## config.mk

```make
export PLATFORM = sky130hd
export DESIGN_NAME = linear_adsr_envelope_unit
export DESIGN_NICKNAME = d
export VERILOG_FILES = /design/src/hw/rtl/lase_pkg.sv /design/src/hw/rtl/lase_step.sv /design/src/hw/rtl/linear_adsr_envelope_unit.sv
export SDC_FILE = /design/constraint.sdc
export NUM_CORES = 2
export LEC_CHECK = 0
export ABC_AREA = 1
export BUFFER_PORTS_ARGS = -buffer_cell sky130_fd_sc_hd__buf_2
export CAP_MARGIN = 10
export CELL_PAD_IN_SITES_DETAIL_PLACEMENT = 0
export CELL_PAD_IN_SITES_GLOBAL_PLACEMENT = 2
export CORE_MARGIN = 3
export CORE_UTILIZATION = 34
export DETAILED_ROUTE_END_ITERATION = 6
export PLACE_DENSITY = 0.84
export SETUP_SLACK_MARGIN = 0.15
export SLEW_MARGIN = 10
export SYNTH_ARGS = -nofsm -noshare
export SYNTH_HDL_FRONTEND = slang
export SYNTH_SLANG_ARGS = --single-unit
```

## constraint.sdc

```tcl
create_clock -name aclk -period 5.93 [get_ports aclk]
set_input_delay 0.593 -clock aclk [delete_from_list [all_inputs] [get_ports aclk]]
set_output_delay 0.593 -clock aclk [all_outputs]
set_load 0.01 [all_outputs]
```

## src/hw/rtl/lase_pkg.sv

```systemverilog
package lase_pkg;

    localparam int STEP_W      = 24;
    localparam int GAIN_W      = 16;
    localparam int VEL_W       = 16;
    localparam int AMP_W       = 16;
    localparam int AMP_FRAC_W  = 15;
    localparam int MODE_W      = 3;
    localparam int PHASE_W     = 2;
    localparam int LEVEL_OUT_W = 24;
    localparam int ADDR_W      = 5;
    localparam int DATA_W      = 32;
    localparam int REG_IDX_W   = 3;

    localparam logic [AMP_W-1:0]  AMP_MAX    = 16'd32768;
    localparam logic [GAIN_W-1:0] GAIN_RESET = 16'd32768;

    localparam logic [REG_IDX_W-1:0] REG_ATTACK  = 3'd0;
    localparam logic [REG_IDX_W-1:0] REG_DECAY   = 3'd1;
    localparam logic [REG_IDX_W-1:0] REG_SUSTAIN = 3'd2;
    localparam logic [REG_IDX_W-1:0] REG_RELEASE = 3'd3;
    localparam logic [REG_IDX_W-1:0] REG_GAIN    = 3'd4;

    typedef enum logic [MODE_W-1:0] {
        MODE_TICK     = 3'd0,
        MODE_NOTE_ON  = 3'd1,
        MODE_NOTE_OFF = 3'd2,
        MODE_NOTE_CUT = 3'd3,
        MODE_VELOCITY = 3'd4
    } mode_t;

    typedef enum logic [3:0] {
        PH_ATTACK  = 4'b0001,
        PH_DECAY   = 4'b0010,
        PH_SUSTAIN = 4'b0100,
        PH_RELEASE = 4'b1000
    } phase_t;

    localparam logic [PHASE_W-1:0] PHASE_CODE_ATTACK  = 2'd0;
    localparam logic [PHASE_W-1:0] PHASE_CODE_DECAY   = 2'd1;
    localparam logic [PHASE_W-1:0] PHASE_CODE_SUSTAIN = 2'd2;
    localparam logic [PHASE_W-1:0] PHASE_CODE_RELEASE = 2'd3;

    typedef struct packed {
        phase_t phase;
        logic   active;
    } env_ctrl_t;

    function automatic logic [PHASE_W-1:0] phase_code(input phase_t p);
        logic [PHASE_W-1:0] c;
        unique case (p)
            PH_ATTACK:  c = PHASE_CODE_ATTACK;
            PH_DECAY:   c = PHASE_CODE_DECAY;
            PH_SUSTAIN: c = PHASE_CODE_SUSTAIN;
            PH_RELEASE: c = PHASE_CODE_RELEASE;
            default:    c = PHASE_CODE_ATTACK;
        endcase
        return c;
    endfunction

endpackage

```

## src/hw/rtl/lase_step.sv

```systemverilog
module lase_step #(
    parameter int LEVEL_FRAC_BITS = 23
) (
    input  logic [lase_pkg::MODE_W-1:0]  mode,
    input  logic [lase_pkg::AMP_W-1:0]   amp_new,
    input  logic [LEVEL_FRAC_BITS:0]     level,
    input  logic [lase_pkg::AMP_W-1:0]   amp,
    input  lase_pkg::env_ctrl_t          ctrl,
    input  logic [lase_pkg::STEP_W-1:0]  attack_step,
    input  logic [lase_pkg::STEP_W-1:0]  decay_step,
    input  logic [lase_pkg::STEP_W-1:0]  hold_level,
    input  logic [lase_pkg::STEP_W-1:0]  release_step,
    output logic [LEVEL_FRAC_BITS:0]     level_next,
    output logic [lase_pkg::AMP_W-1:0]   amp_next,
    output lase_pkg::env_ctrl_t          ctrl_next
);
    import lase_pkg::*;

    localparam int LVL_W   = LEVEL_FRAC_BITS + 1;
    localparam int ARITH_W = ((LVL_W > STEP_W) ? LVL_W : STEP_W) + 1;
    localparam logic [LVL_W-1:0] ONE = LVL_W'(1) << LEVEL_FRAC_BITS;

    logic [ARITH_W-1:0] lvl_x;
    logic [ARITH_W-1:0] one_x;
    logic [ARITH_W-1:0] sus_raw;
    logic [ARITH_W-1:0] sus_x;
    logic [ARITH_W-1:0] att_sum;
    logic [ARITH_W-1:0] dec_floor;
    logic [ARITH_W-1:0] dec_diff;
    logic [ARITH_W-1:0] rel_x;
    logic [ARITH_W-1:0] rel_diff;
    logic [LVL_W-1:0]   tick_level;
    env_ctrl_t          tick_ctrl;

    assign lvl_x     = ARITH_W'(level);
    assign one_x     = ARITH_W'(ONE);
    assign sus_raw   = ARITH_W'(hold_level);
    assign sus_x     = (sus_raw > one_x) ? one_x : sus_raw;
    assign att_sum   = lvl_x + ARITH_W'(attack_step);
    // compare against target plus step so nothing goes below zero
    assign dec_floor = sus_x + ARITH_W'(decay_step);
    assign dec_diff  = lvl_x - ARITH_W'(decay_step);
    assign rel_x     = ARITH_W'(release_step);
    assign rel_diff  = lvl_x - rel_x;

    always_comb begin
        tick_level = level;
        tick_ctrl  = ctrl;
        unique case (ctrl.phase)
            PH_ATTACK: begin
                if (att_sum >= one_x) begin
                    tick_level     = ONE;
                    tick_ctrl.phase = PH_DECAY;
                end else begin
                    tick_level = att_sum[LVL_W-1:0];
                end
            end
            PH_DECAY: begin
                if (lvl_x <= dec_floor) begin
                    tick_level      = sus_x[LVL_W-1:0];
                    tick_ctrl.phase = PH_SUSTAIN;
                end else begin
                    tick_level = dec_diff[LVL_W-1:0];
                end
            end
            PH_SUSTAIN: begin
                tick_level = sus_x[LVL_W-1:0];
            end
            PH_RELEASE: begin
                if (lvl_x <= rel_x) begin
                    tick_level       = '0;
                    tick_ctrl.active = 1'b0;
                end else begin
                    tick_level = rel_diff[LVL_W-1:0];
                end
            end
            default: begin
                tick_level = level;
            end
        endcase
    end

    always_comb begin
        level_next = level;
        amp_next   = amp;
        ctrl_next  = ctrl;
        unique case (mode)
            MODE_TICK: begin
                if (ctrl.active) begin
                    level_next = tick_level;
                    ctrl_next  = tick_ctrl;
                end
            end
            MODE_NOTE_ON: begin
                amp_next         = amp_new;
                level_next       = '0;
                ctrl_next.phase  = PH_ATTACK;
                ctrl_next.active = 1'b1;
            end
            MODE_NOTE_OFF: begin
                if (ctrl.active) begin
                    ctrl_next.phase = PH_RELEASE;
                end
            end
            MODE_NOTE_CUT: begin
                ctrl_next.active = 1'b0;
            end
            MODE_VELOCITY: begin
                amp_next = amp_new;
            end
            default: begin
                level_next = level;
            end
        endcase
    end

endmodule

```

## src/hw/rtl/linear_adsr_envelope_unit.sv

```systemverilog
// Linear ADSR envelope for one voice. Each request carries a mode (sample tick,
// note on, note off with release tail, immediate cut, velocity change) and a
// velocity; each returns one result with the level after the request, the level
// scaled by the stored amplitude, the active flag and the phase code. One request
// is taken every clock cycle when the result side keeps up. Its result comes
// from the velocity-times-gain product, the envelope state update and the
// level-times-amplitude product, each closed by a register. The state update
// is combinational into the state register, which is what allows a new request
// every cycle. The envelope registers at APB byte offsets 0x00 to 0x10 should be
// written only while the unit is idle. No start-up sweep after reset.
module linear_adsr_envelope_unit #(
    parameter int LEVEL_FRAC_BITS = 23
) (
    input  logic                                 aclk,
    input  logic                                 aresetn,
    input  logic                                 psel,
    input  logic                                 penable,
    input  logic                                 pwrite,
    input  logic [lase_pkg::ADDR_W-1:0]          paddr,
    input  logic [lase_pkg::DATA_W-1:0]          pwdata,
    output logic [lase_pkg::DATA_W-1:0]          prdata,
    output logic                                 pready,
    input  logic                                 s_valid,
    output logic                                 s_ready,
    input  logic [lase_pkg::MODE_W-1:0]          s_mode,
    input  logic [lase_pkg::VEL_W-1:0]           s_velocity,
    output logic                                 m_valid,
    input  logic                                 m_ready,
    output logic [lase_pkg::LEVEL_OUT_W-1:0]     m_envelope_level,
    output logic [lase_pkg::AMP_W-1:0]           m_scaled_level,
    output logic                                 m_voice_active,
    output logic [lase_pkg::PHASE_W-1:0]         m_envelope_phase
);
    import lase_pkg::*;

    localparam int LVL_W  = LEVEL_FRAC_BITS + 1;
    localparam int PROD_W = LVL_W + AMP_W;
    localparam int AMPP_W = GAIN_W + VEL_W;
    localparam logic [STEP_W-1:0] STEP_RESET =
        (LEVEL_FRAC_BITS < STEP_W) ? (STEP_W'(1) << LEVEL_FRAC_BITS) : '0;

    // configuration
    logic [STEP_W-1:0]    attack_step_reg;
    logic [STEP_W-1:0]    decay_step_reg;
    logic [STEP_W-1:0]    hold_level_reg;
    logic [STEP_W-1:0]    release_step_reg;
    logic [GAIN_W-1:0]    gain_reg;
    logic                 cfg_wr;
    logic [REG_IDX_W-1:0] cfg_idx;

    // pipeline control
    logic s1_valid_reg, s1_valid_next;
    logic s2_valid_reg, s2_valid_next;
    logic m_valid_reg, m_valid_next;
    logic s_acc, s1_adv, s2_adv, s2_take, out_take;

    // stage 1 payload
    logic [MODE_W-1:0]  s1_mode_reg;
    logic [AMP_W-1:0]   s1_amp_reg;
    logic [AMPP_W-1:0]  amp_prod;
    logic [AMPP_W-1:0]  amp_raw;
    logic [AMP_W-1:0]   amp_sat;

    // envelope state, also the stage 2 result
    logic [LVL_W-1:0]   level_reg, level_next;
    logic [AMP_W-1:0]   amplitude_reg, amplitude_next;
    env_ctrl_t          ctrl_reg, ctrl_next;

    // output stage
    logic [PROD_W-1:0]      scale_prod;
    logic [PROD_W-1:0]      scale_shift;
    logic [AMP_W-1:0]       scaled;
    logic [LEVEL_OUT_W-1:0] m_level_reg;
    logic [AMP_W-1:0]       m_scaled_reg;
    logic                   m_active_reg;
    logic [PHASE_W-1:0]     m_phase_reg;

    assign pready  = 1'b1;
    assign cfg_wr  = psel && penable && pwrite;
    assign cfg_idx = paddr[ADDR_W-1:2];

    always_comb begin
        unique case (cfg_idx)
            REG_ATTACK:  prdata = DATA_W'(attack_step_reg);
            REG_DECAY:   prdata = DATA_W'(decay_step_reg);
            REG_SUSTAIN: prdata = DATA_W'(hold_level_reg);
            REG_RELEASE: prdata = DATA_W'(release_step_reg);
            REG_GAIN:    prdata = DATA_W'(gain_reg);
            default:     prdata = '0;
        endcase
    end

    always_ff @(posedge aclk) begin
        if (!aresetn) begin
            attack_step_reg  <= STEP_RESET;
            decay_step_reg   <= STEP_RESET;
            hold_level_reg   <= STEP_RESET;
            release_step_reg <= STEP_RESET;
            gain_reg         <= GAIN_RESET;
        end else if (cfg_wr) begin
            unique case (cfg_idx)
                REG_ATTACK:  attack_step_reg  <= pwdata[STEP_W-1:0];
                REG_DECAY:   decay_step_reg   <= pwdata[STEP_W-1:0];
                REG_SUSTAIN: hold_level_reg   <= pwdata[STEP_W-1:0];
                REG_RELEASE: release_step_reg <= pwdata[STEP_W-1:0];
                REG_GAIN:    gain_reg         <= pwdata[GAIN_W-1:0];
                default:     gain_reg         <= gain_reg;
            endcase
        end
    end

    // handshake chain, output side first
    assign out_take = !m_valid_reg || m_ready;
    assign s2_adv   = s2_valid_reg && out_take;
    assign s2_take  = !s2_valid_reg || out_take;
    assign s1_adv   = s1_valid_reg && s2_take;
    assign s_ready  = !s1_valid_reg || s2_take;
    assign s_acc    = s_valid && s_ready;

    always_comb begin
        s1_valid_next = s_acc  ? 1'b1 : (s1_adv ? 1'b0 : s1_valid_reg);
        s2_valid_next = s1_adv ? 1'b1 : (s2_adv ? 1'b0 : s2_valid_reg);
        m_valid_next  = s2_adv ? 1'b1 : (m_ready ? 1'b0 : m_valid_reg);
    end

    // amplitude = gain * velocity, saturated at full scale
    assign amp_prod = AMPP_W'(gain_reg) * AMPP_W'(s_velocity);
    assign amp_raw  = amp_prod >> AMP_FRAC_W;
    assign amp_sat  = (amp_raw > AMPP_W'(AMP_MAX)) ? AMP_MAX : amp_raw[AMP_W-1:0];

    always_ff @(posedge aclk) begin
        if (s_acc) begin
            s1_mode_reg <= s_mode;
            s1_amp_reg  <= amp_sat;
        end
    end

    lase_step #(
        .LEVEL_FRAC_BITS (LEVEL_FRAC_BITS)
    ) u_step (
        .mode          (s1_mode_reg),
        .amp_new       (s1_amp_reg),
        .level         (level_reg),
        .amp           (amplitude_reg),
        .ctrl          (ctrl_reg),
        .attack_step   (attack_step_reg),
        .decay_step    (decay_step_reg),
        .hold_level    (hold_level_reg),
        .release_step  (release_step_reg),
        .level_next    (level_next),
        .amp_next      (amplitude_next),
        .ctrl_next     (ctrl_next)
    );

    always_ff @(posedge aclk) begin
        if (!aresetn) begin
            s1_valid_reg  <= 1'b0;
            s2_valid_reg  <= 1'b0;
            m_valid_reg   <= 1'b0;
            level_reg     <= '0;
            amplitude_reg <= '0;
            ctrl_reg      <= '{phase: PH_ATTACK, active: 1'b0};
        end else begin
            s1_valid_reg <= s1_valid_next;
            s2_valid_reg <= s2_valid_next;
            m_valid_reg  <= m_valid_next;
            // state only moves once the previous result has left stage 2
            if (s1_adv) begin
                level_reg     <= level_next;
                amplitude_reg <= amplitude_next;
                ctrl_reg      <= ctrl_next;
            end
        end
    end

    assign scale_prod  = PROD_W'(level_reg) * PROD_W'(amplitude_reg);
    assign scale_shift = scale_prod >> LEVEL_FRAC_BITS;

    always_comb begin
        if (!ctrl_reg.active) begin
            scaled = '0;
        end else if (scale_shift > PROD_W'(AMP_MAX)) begin
            scaled = AMP_MAX;
        end else begin
            scaled = scale_shift[AMP_W-1:0];
        end
    end

    always_ff @(posedge aclk) begin
        if (s2_adv) begin
            m_level_reg  <= LEVEL_OUT_W'(level_reg);
            m_scaled_reg <= scaled;
            m_active_reg <= ctrl_reg.active;
            m_phase_reg  <= phase_code(ctrl_reg.phase);
        end
    end

    assign m_valid          = m_valid_reg;
    assign m_envelope_level = m_level_reg;
    assign m_scaled_level   = m_scaled_reg;
    assign m_voice_active   = m_active_reg;
    assign m_envelope_phase = m_phase_reg;

endmodule

```

## After elaboration in Yosys (flattened, before gate mapping)

Cells that the tools add are included.

| storage, ports and cells | value |
|---|---|
| flip-flop bits (word level) | 222 |
| output and inout bits | 78 |

| operators by class | value |
|---|---|
| equal/unequal tests | 18 |
| multiplexer cells | 25 |
| add/subtract/negate cells | 4 |
| magnitude comparators | 6 |
| multipliers | 2 |
| reduce and logical (&&, ||, !) cells | 30 |
| bitwise operators | 1 |

Operators by type and width:

| kind | number |
|---|---|
| 24-bit 2-to-1 mux | 5 |
| 24-bit one-hot mux with 5 select lines | 1 |
| 24-bit one-hot mux with 4 select lines | 1 |
| 24-bit one-hot mux with 2 select lines | 1 |
| 24-bit subtractor | 2 |
| 24-bit by 16-bit multiplier with 40-bit output | 1 |
| 17-bit by 16-bit > comparator with 1-bit output (second input constant) | 2 |
| 16-bit by 16-bit multiplier with 32-bit output | 1 |
| 24-bit by 24-bit adder with 25-bit output | 1 |
| 25-bit by 24-bit adder with 25-bit output | 1 |
| 25-bit by 24-bit greater-or-equal comparator with 1-bit output (second input constant) | 1 |
| 24-bit by 25-bit less-or-equal comparator with 1-bit output | 1 |
| 24-bit > comparator (second input constant) | 1 |
| 24-bit less-or-equal comparator | 1 |
| 16-bit 2-to-1 mux | 1 |
| 2-bit AND reduction | 7 |
| 3-bit by 2-bit equality test with 1-bit output (second input constant) | 4 |
| 4-bit 2-to-1 mux | 3 |
| 4-bit one-hot mux with 3 select lines | 1 |
| 1-bit 2-to-1 mux | 8 |
| 4-bit one-hot mux with 2 select lines | 1 |
| 2-bit nonzero test | 4 |
| 7-bit AND reduction | 1 |
| 3-bit by 1-bit equality test with 1-bit output (second input constant) | 2 |
| other kinds (20) | 34 |

## Logic depth before layout (Yosys ltp)

| depth | value |
|---|---|
| depth after elaboration | 8 |
| mapped depth | 36 |

## Modules after synthesis

From an unflattened synthesis, not the netlist that was laid out.

| unflattened totals | value |
|---|---|
| cells, all modules | 5,662 |
| area, all modules | 38,841.0 µm² |

By module, submodules not included:

| module | times used | cells each | area an instance (µm²) | seq. area each (µm²) |
|---|---|---|---|---|
| linear_adsr_envelope_unit | 1 | 4,066 | 30,384.1 | 5,064.9 |
| lase_step | 1 | 1,596 | 8,456.9 | 0.0 |

## Least setup slack after synthesis

OpenSTA, ideal clock, no wires.

| path | value |
|---|---|
| path type | input to register |
| from | input port s_velocity[2] (netlist bit) |
| to | register s1_amp_reg[10], data pin |
| required time | 5.672 ns |
| stages | 27 |
| buffers on the path | 3 |
| arrival time | 6.048 ns |
| setup slack | -0.376 ns |
| cell sequence | clkbuf_1 > clkbuf_1 > nand2_1 > fa_1 > inv_1 > fa_1 > inv_1 > fa_1 > inv_1 > fa_1 > inv_1 > fa_1 > inv_1 > fa_1 > ha_1 > a21oi_1 > o21ai_0 > a21oi_1 > nor2_1 > nor2_1 > nand2_1 > nand2_1 > nand2_1 > xor2_1 > nand2_1 > buf_2 > a21oi_1 |

| on the way | value |
|---|---|
| word-level cells in the longest chain between the ends | 2 |

Ends and longest elaborated chain:

| what | RTL line | RTL |
|---|---|---|
| from (decl) | linear_adsr_envelope_unit.sv:26 | `input logic [lase_pkg::VEL_W-1:0] s_velocity,` |
| 16-bit by 16-bit multiplier with 32-bit output * | linear_adsr_envelope_unit.sv:127 | `assign amp_prod = AMPP_W'(gain_reg) * AMPP_W'(s_velocity);` |
| 17-bit by 16-bit > comparator with 1-bit output | linear_adsr_envelope_unit.sv:129 | `assign amp_sat = (amp_raw > AMPP_W'(AMP_MAX)) ? AMP_MAX : amp_raw[AMP_W-1:0];` |
| to (signal assigned) | linear_adsr_envelope_unit.sv:134 | `s1_amp_reg <= amp_sat;` |
| to (decl) | linear_adsr_envelope_unit.sv:59 | `logic [AMP_W-1:0] s1_amp_reg;` |

Every way passes the cells marked *; elsewhere a longest branch is shown, timed or not.
A chain may end at the register's enable or synchronous reset.

## Worst setup path in the final report

| path | value |
|---|---|
| from | register amplitude_reg[7] |
| to | register m_scaled_reg[3], in the netlist m_scaled_level[3], data pin |

| on the way | value |
|---|---|
| word-level cells in the longest chain between the ends | 3 |

Ends and longest elaborated chain:

| what | RTL line | RTL |
|---|---|---|
| from (decl) | linear_adsr_envelope_unit.sv:66 | `logic [AMP_W-1:0] amplitude_reg, amplitude_next;` |
| from (signal assigned) | linear_adsr_envelope_unit.sv:170 | `amplitude_reg <= amplitude_next;` |
| 24-bit by 16-bit multiplier with 40-bit output * | linear_adsr_envelope_unit.sv:176 | `assign scale_prod = PROD_W'(level_reg) * PROD_W'(amplitude_reg);` |
| 17-bit by 16-bit > comparator with 1-bit output | linear_adsr_envelope_unit.sv:182 | `end else if (scale_shift > PROD_W'(AMP_MAX)) begin` |
| 2-bit OR reduction (no source line) | - |  |
| to (signal assigned) | linear_adsr_envelope_unit.sv:192 | `m_scaled_reg <= scaled;` |
| to (decl) | linear_adsr_envelope_unit.sv:74 | `logic [AMP_W-1:0] m_scaled_reg;` |

Marked as above.

==> results.toml <==
[status]
outcome = "complete, but fails checks"
violations = "negative setup slack"

[global_route]
use_met3_pct = 3.67
grt_antenna_before_repair = 11
first_global_vias = 35883
use_met2_pct = 39.4
grt_pass1_wl_um = 213000
grtUsageTotal_pct = 23.9
grt-ovfl-total = 0
grt_max_degree = 100
grtUsageMet1_pct = 32.5
busiest_layer = "met2"

[worst_setup_path]
end_kind = "flip-flop"
start_kind = "flip-flop"
required_ps = 6290
path_buf_inv = 7
crit_slowest_cell = "fa_1"
cpMostUsedCell = "fa_1"
cp_max_fo = 8
path_delay_family = "adder cells"
crit_type = "flip-flop to flip-flop"
critPathMaxStageDelay_ps = 550
arrival_ps = 6490

[finish]
final_core_util_pct = 42.9
final_cell_area_um2 = 46900
drive_gt1_share_pct = 19.7
fin_nets = 6662
area_growth_pct = 24.7

[sta]
drv_slew = 0
fin_crit_sh_pct = 103
slew_headroom_pct = 32.1
rsz0062_at_grt = "yes"
finalSetupViolCount = 16
setup_tns_ps = -2970
fin_ws_ps = -206
period_minus_slack_ps = 6140
max_freq_mhz = 163
finClkSkew_ps = 35.1
finalHoldViolations = 0
worst_pin_slew_ps = 1020

[route]
drt_iter0_drc = 2719
drcViolationCount = 0
totalWireLength_um = 138000
routed_via_density = 4.86
wl_per_cell_um = 19.0
firstDrtPassIters = 6
ant_nets = 0
via_count = 35359

[clocking]
cts_tree = "yes"
cts_max_level = 1
cts-buffers-inserted = 31
cts_root_buf = "clkbuf_16"
postCtsHoldBufs = 0
insertion_delay_ps = 640
clk_pin_slew_ps = 60
cts.sinks = 222
cts_buffer_depth = 3

[synthesis]
synth_top_family_by_area = "adder cells"
synth_seq_cells = 222
synth.area.mux_share_pct = 0
ys_types = 54
synth_fa_ha_area_share_pct = 37.6
synthSimpleGateAreaFrac_pct = 22.3
ys_warn_count = 0
synthesis.area_um2 = 37700
syn_area_per_cell_um2 = 7.06
synth-xor-area-share_pct = 1.88
yosysSeqAreaShare_pct = 13.5
synth_compound_area_share_pct = 10.4
synthCells = 5331

[die]
coreArea_um2 = 109000
fp.dieW_um = 339
rows = 121
start_util_pct = 34.4
die-area_um2 = 115000
die_y_um = 339
pin_count = 141

[power_and_ir_drop]
p_leak_nw = 24.7
power_density_nw_per_um2 = 101
ir_drop_v = 0.000213

[placed_design]
io_buffer_count = 121
place_area_um2 = 43100
dpl.hpwl_um = 115000
finalWeightedCongestion = 0.955

[worst_hold_path]
hold_class = "input pin to flip-flop"

[flow_run]
cap_violations = 0
[layer usage]
| layer | up-vias | share of wire (%) |
|---|---|---|
| li1 | 17108 | - |
| met1 | 17066 | 44 |
| met2 | 977 | 46 |
| met3 | 196 | 6.7 |
| met4 | 12 | 2.9 |
| met5 | - | 0.058 |
[stage by stage]
stage / setup WS, ps / instances / total power [mW] / hold slack (ps)
after CTS: -234 / 7234 / 4.72 / 109
after global placement: -479 / 7124 / 2.58 / 485
after detailed placement: -555 / 7124 / 2.59 / 483
after floorplan: 47.8 / 5338 / 2.20 / 429
final: -206 / 7271 / 4.75 / 153
after global routing: -470 / 7269 / 4.95 / 137
[placed cells by master, fill, tap and decap left out, types with 31 or more instances in the layout]
cell | synthesis | routed
nand2_1 | 1376 | 1271
inv_1 | 1168 | 1122
fa_1 | 502 | 480
buf_4 | 11 | 421
nor2_1 | 361 | 308
ha_1 | 329 | 299
a21oi_1 | 311 | 265
o21ai_0 | 278 | 264
nand3_1 | 158 | 143
buf_2 | 10 | 120
dfxtp_1 | 160 | 113
nand2_2 | 5 | 82
edfxtp_1 | 62 | 62
buf_12 | 0 | 54
inv_2 | 7 | 50
nand4_1 | 49 | 49
xnor2_1 | 46 | 46
nor2_2 | 15 | 39
nor3_1 | 45 | 38
a21oi_2 | 0 | 33
clkbuf_16 | 0 | 33
nor2_4 | 3 | 32
xor2_1 | 35 | 31
[power breakdown]
part	internal (mW)	switching [mW]
clock	1.21	0.825
combinational	0.438	0.659
sequential	1.59	0.0271
[logic make-up (layout without fill, tap and decap cells)]
group | count (synthesis) | in the layout
and+or+nand+nor | 2065 | 2067
DFF | 222 | 222
adders and majority gates | 831 | 831
other | 2 | 11
xor gates and xnor gates | 81 | 81
buffers and inverters | 1417 | 1870
AOI/OAI and AO/OA | 713 | 713
[timing repair]
action / 4_1_cts / 5_1_grt
pin swaps: 116 / 136
endpoints found under the setup margin: 32 / 60
gates resized for setup: 288 / 222
buffers inserted: 47 / 33
endpoints found under the hold margin: 0 / 0
cloned: 5 / 2
[Yosys cell counts, drive strengths merged]
library cell / number / share of area, %
nand3: 160 / 2.2
nand4: 49 / 0.81
a22oi: 2 / 0.040
ha: 329 / 11
o22ai: 7 / 0.12
and2: 3 / 0.050
or2: 1 / 0.017
conb: 2 / 0.020
o21ai: 285 / 3.8
edfxtp: 62 / 4.9
a221oi: 12 / 0.28
a21oi: 311 / 4.1
o21a: 10 / 0.20
xnor2: 46 / 1.1
dfxtp: 160 / 8.5
o21bai: 25 / 0.51
clkbuf: 211 / 2.1
inv: 1175 / 12
nor2: 379 / 3.9
buf: 27 / 0.46
a31oi: 7 / 0.12
o211ai: 10 / 0.20
and3: 2 / 0.033
clkinv: 4 / 0.040
o221ai: 5 / 0.12
a21boi: 16 / 0.32
a221o: 7 / 0.19
xor2: 35 / 0.81
nand2b: 7 / 0.12
nand3b: 17 / 0.34
fa: 502 / 27
nor3: 50 / 0.76
a21o: 15 / 0.30
nor3b: 5 / 0.10
o31ai: 1 / 0.020
nand2: 1382 / 14
nor4: 10 / 0.18
[final timing paths]
kind                                 start  depth (start not counted)                               to  slack (ps)
max          amplitude_reg[7]$_SDFFE_PN0P_                         28  m_scaled_level[3]$_SDFFCE_PP0P_        -210
min                              s_mode[0]                          1         s1_mode_reg[0]$_DFFE_PP_         150
max reg2reg  amplitude_reg[7]$_SDFFE_PN0P_                         28  m_scaled_level[3]$_SDFFCE_PP0P_        -210
min reg2reg   s1_amp_reg[13]$_SDFFCE_PN0P_                          2   amplitude_reg[13]$_SDFFE_PN0P_         490
[area by class of cell]
type	instances	area, µm²
fill	11405	62400
multi-input combinational	3701	29000
timing repair buffer	633	5370
sequential	222	5170
inverter	1179	4430
tap	1476	1850
clock buffer	38	853
clock inverter	20	254
antenna	2	5.00
Power figures use the tool's default switching activity.
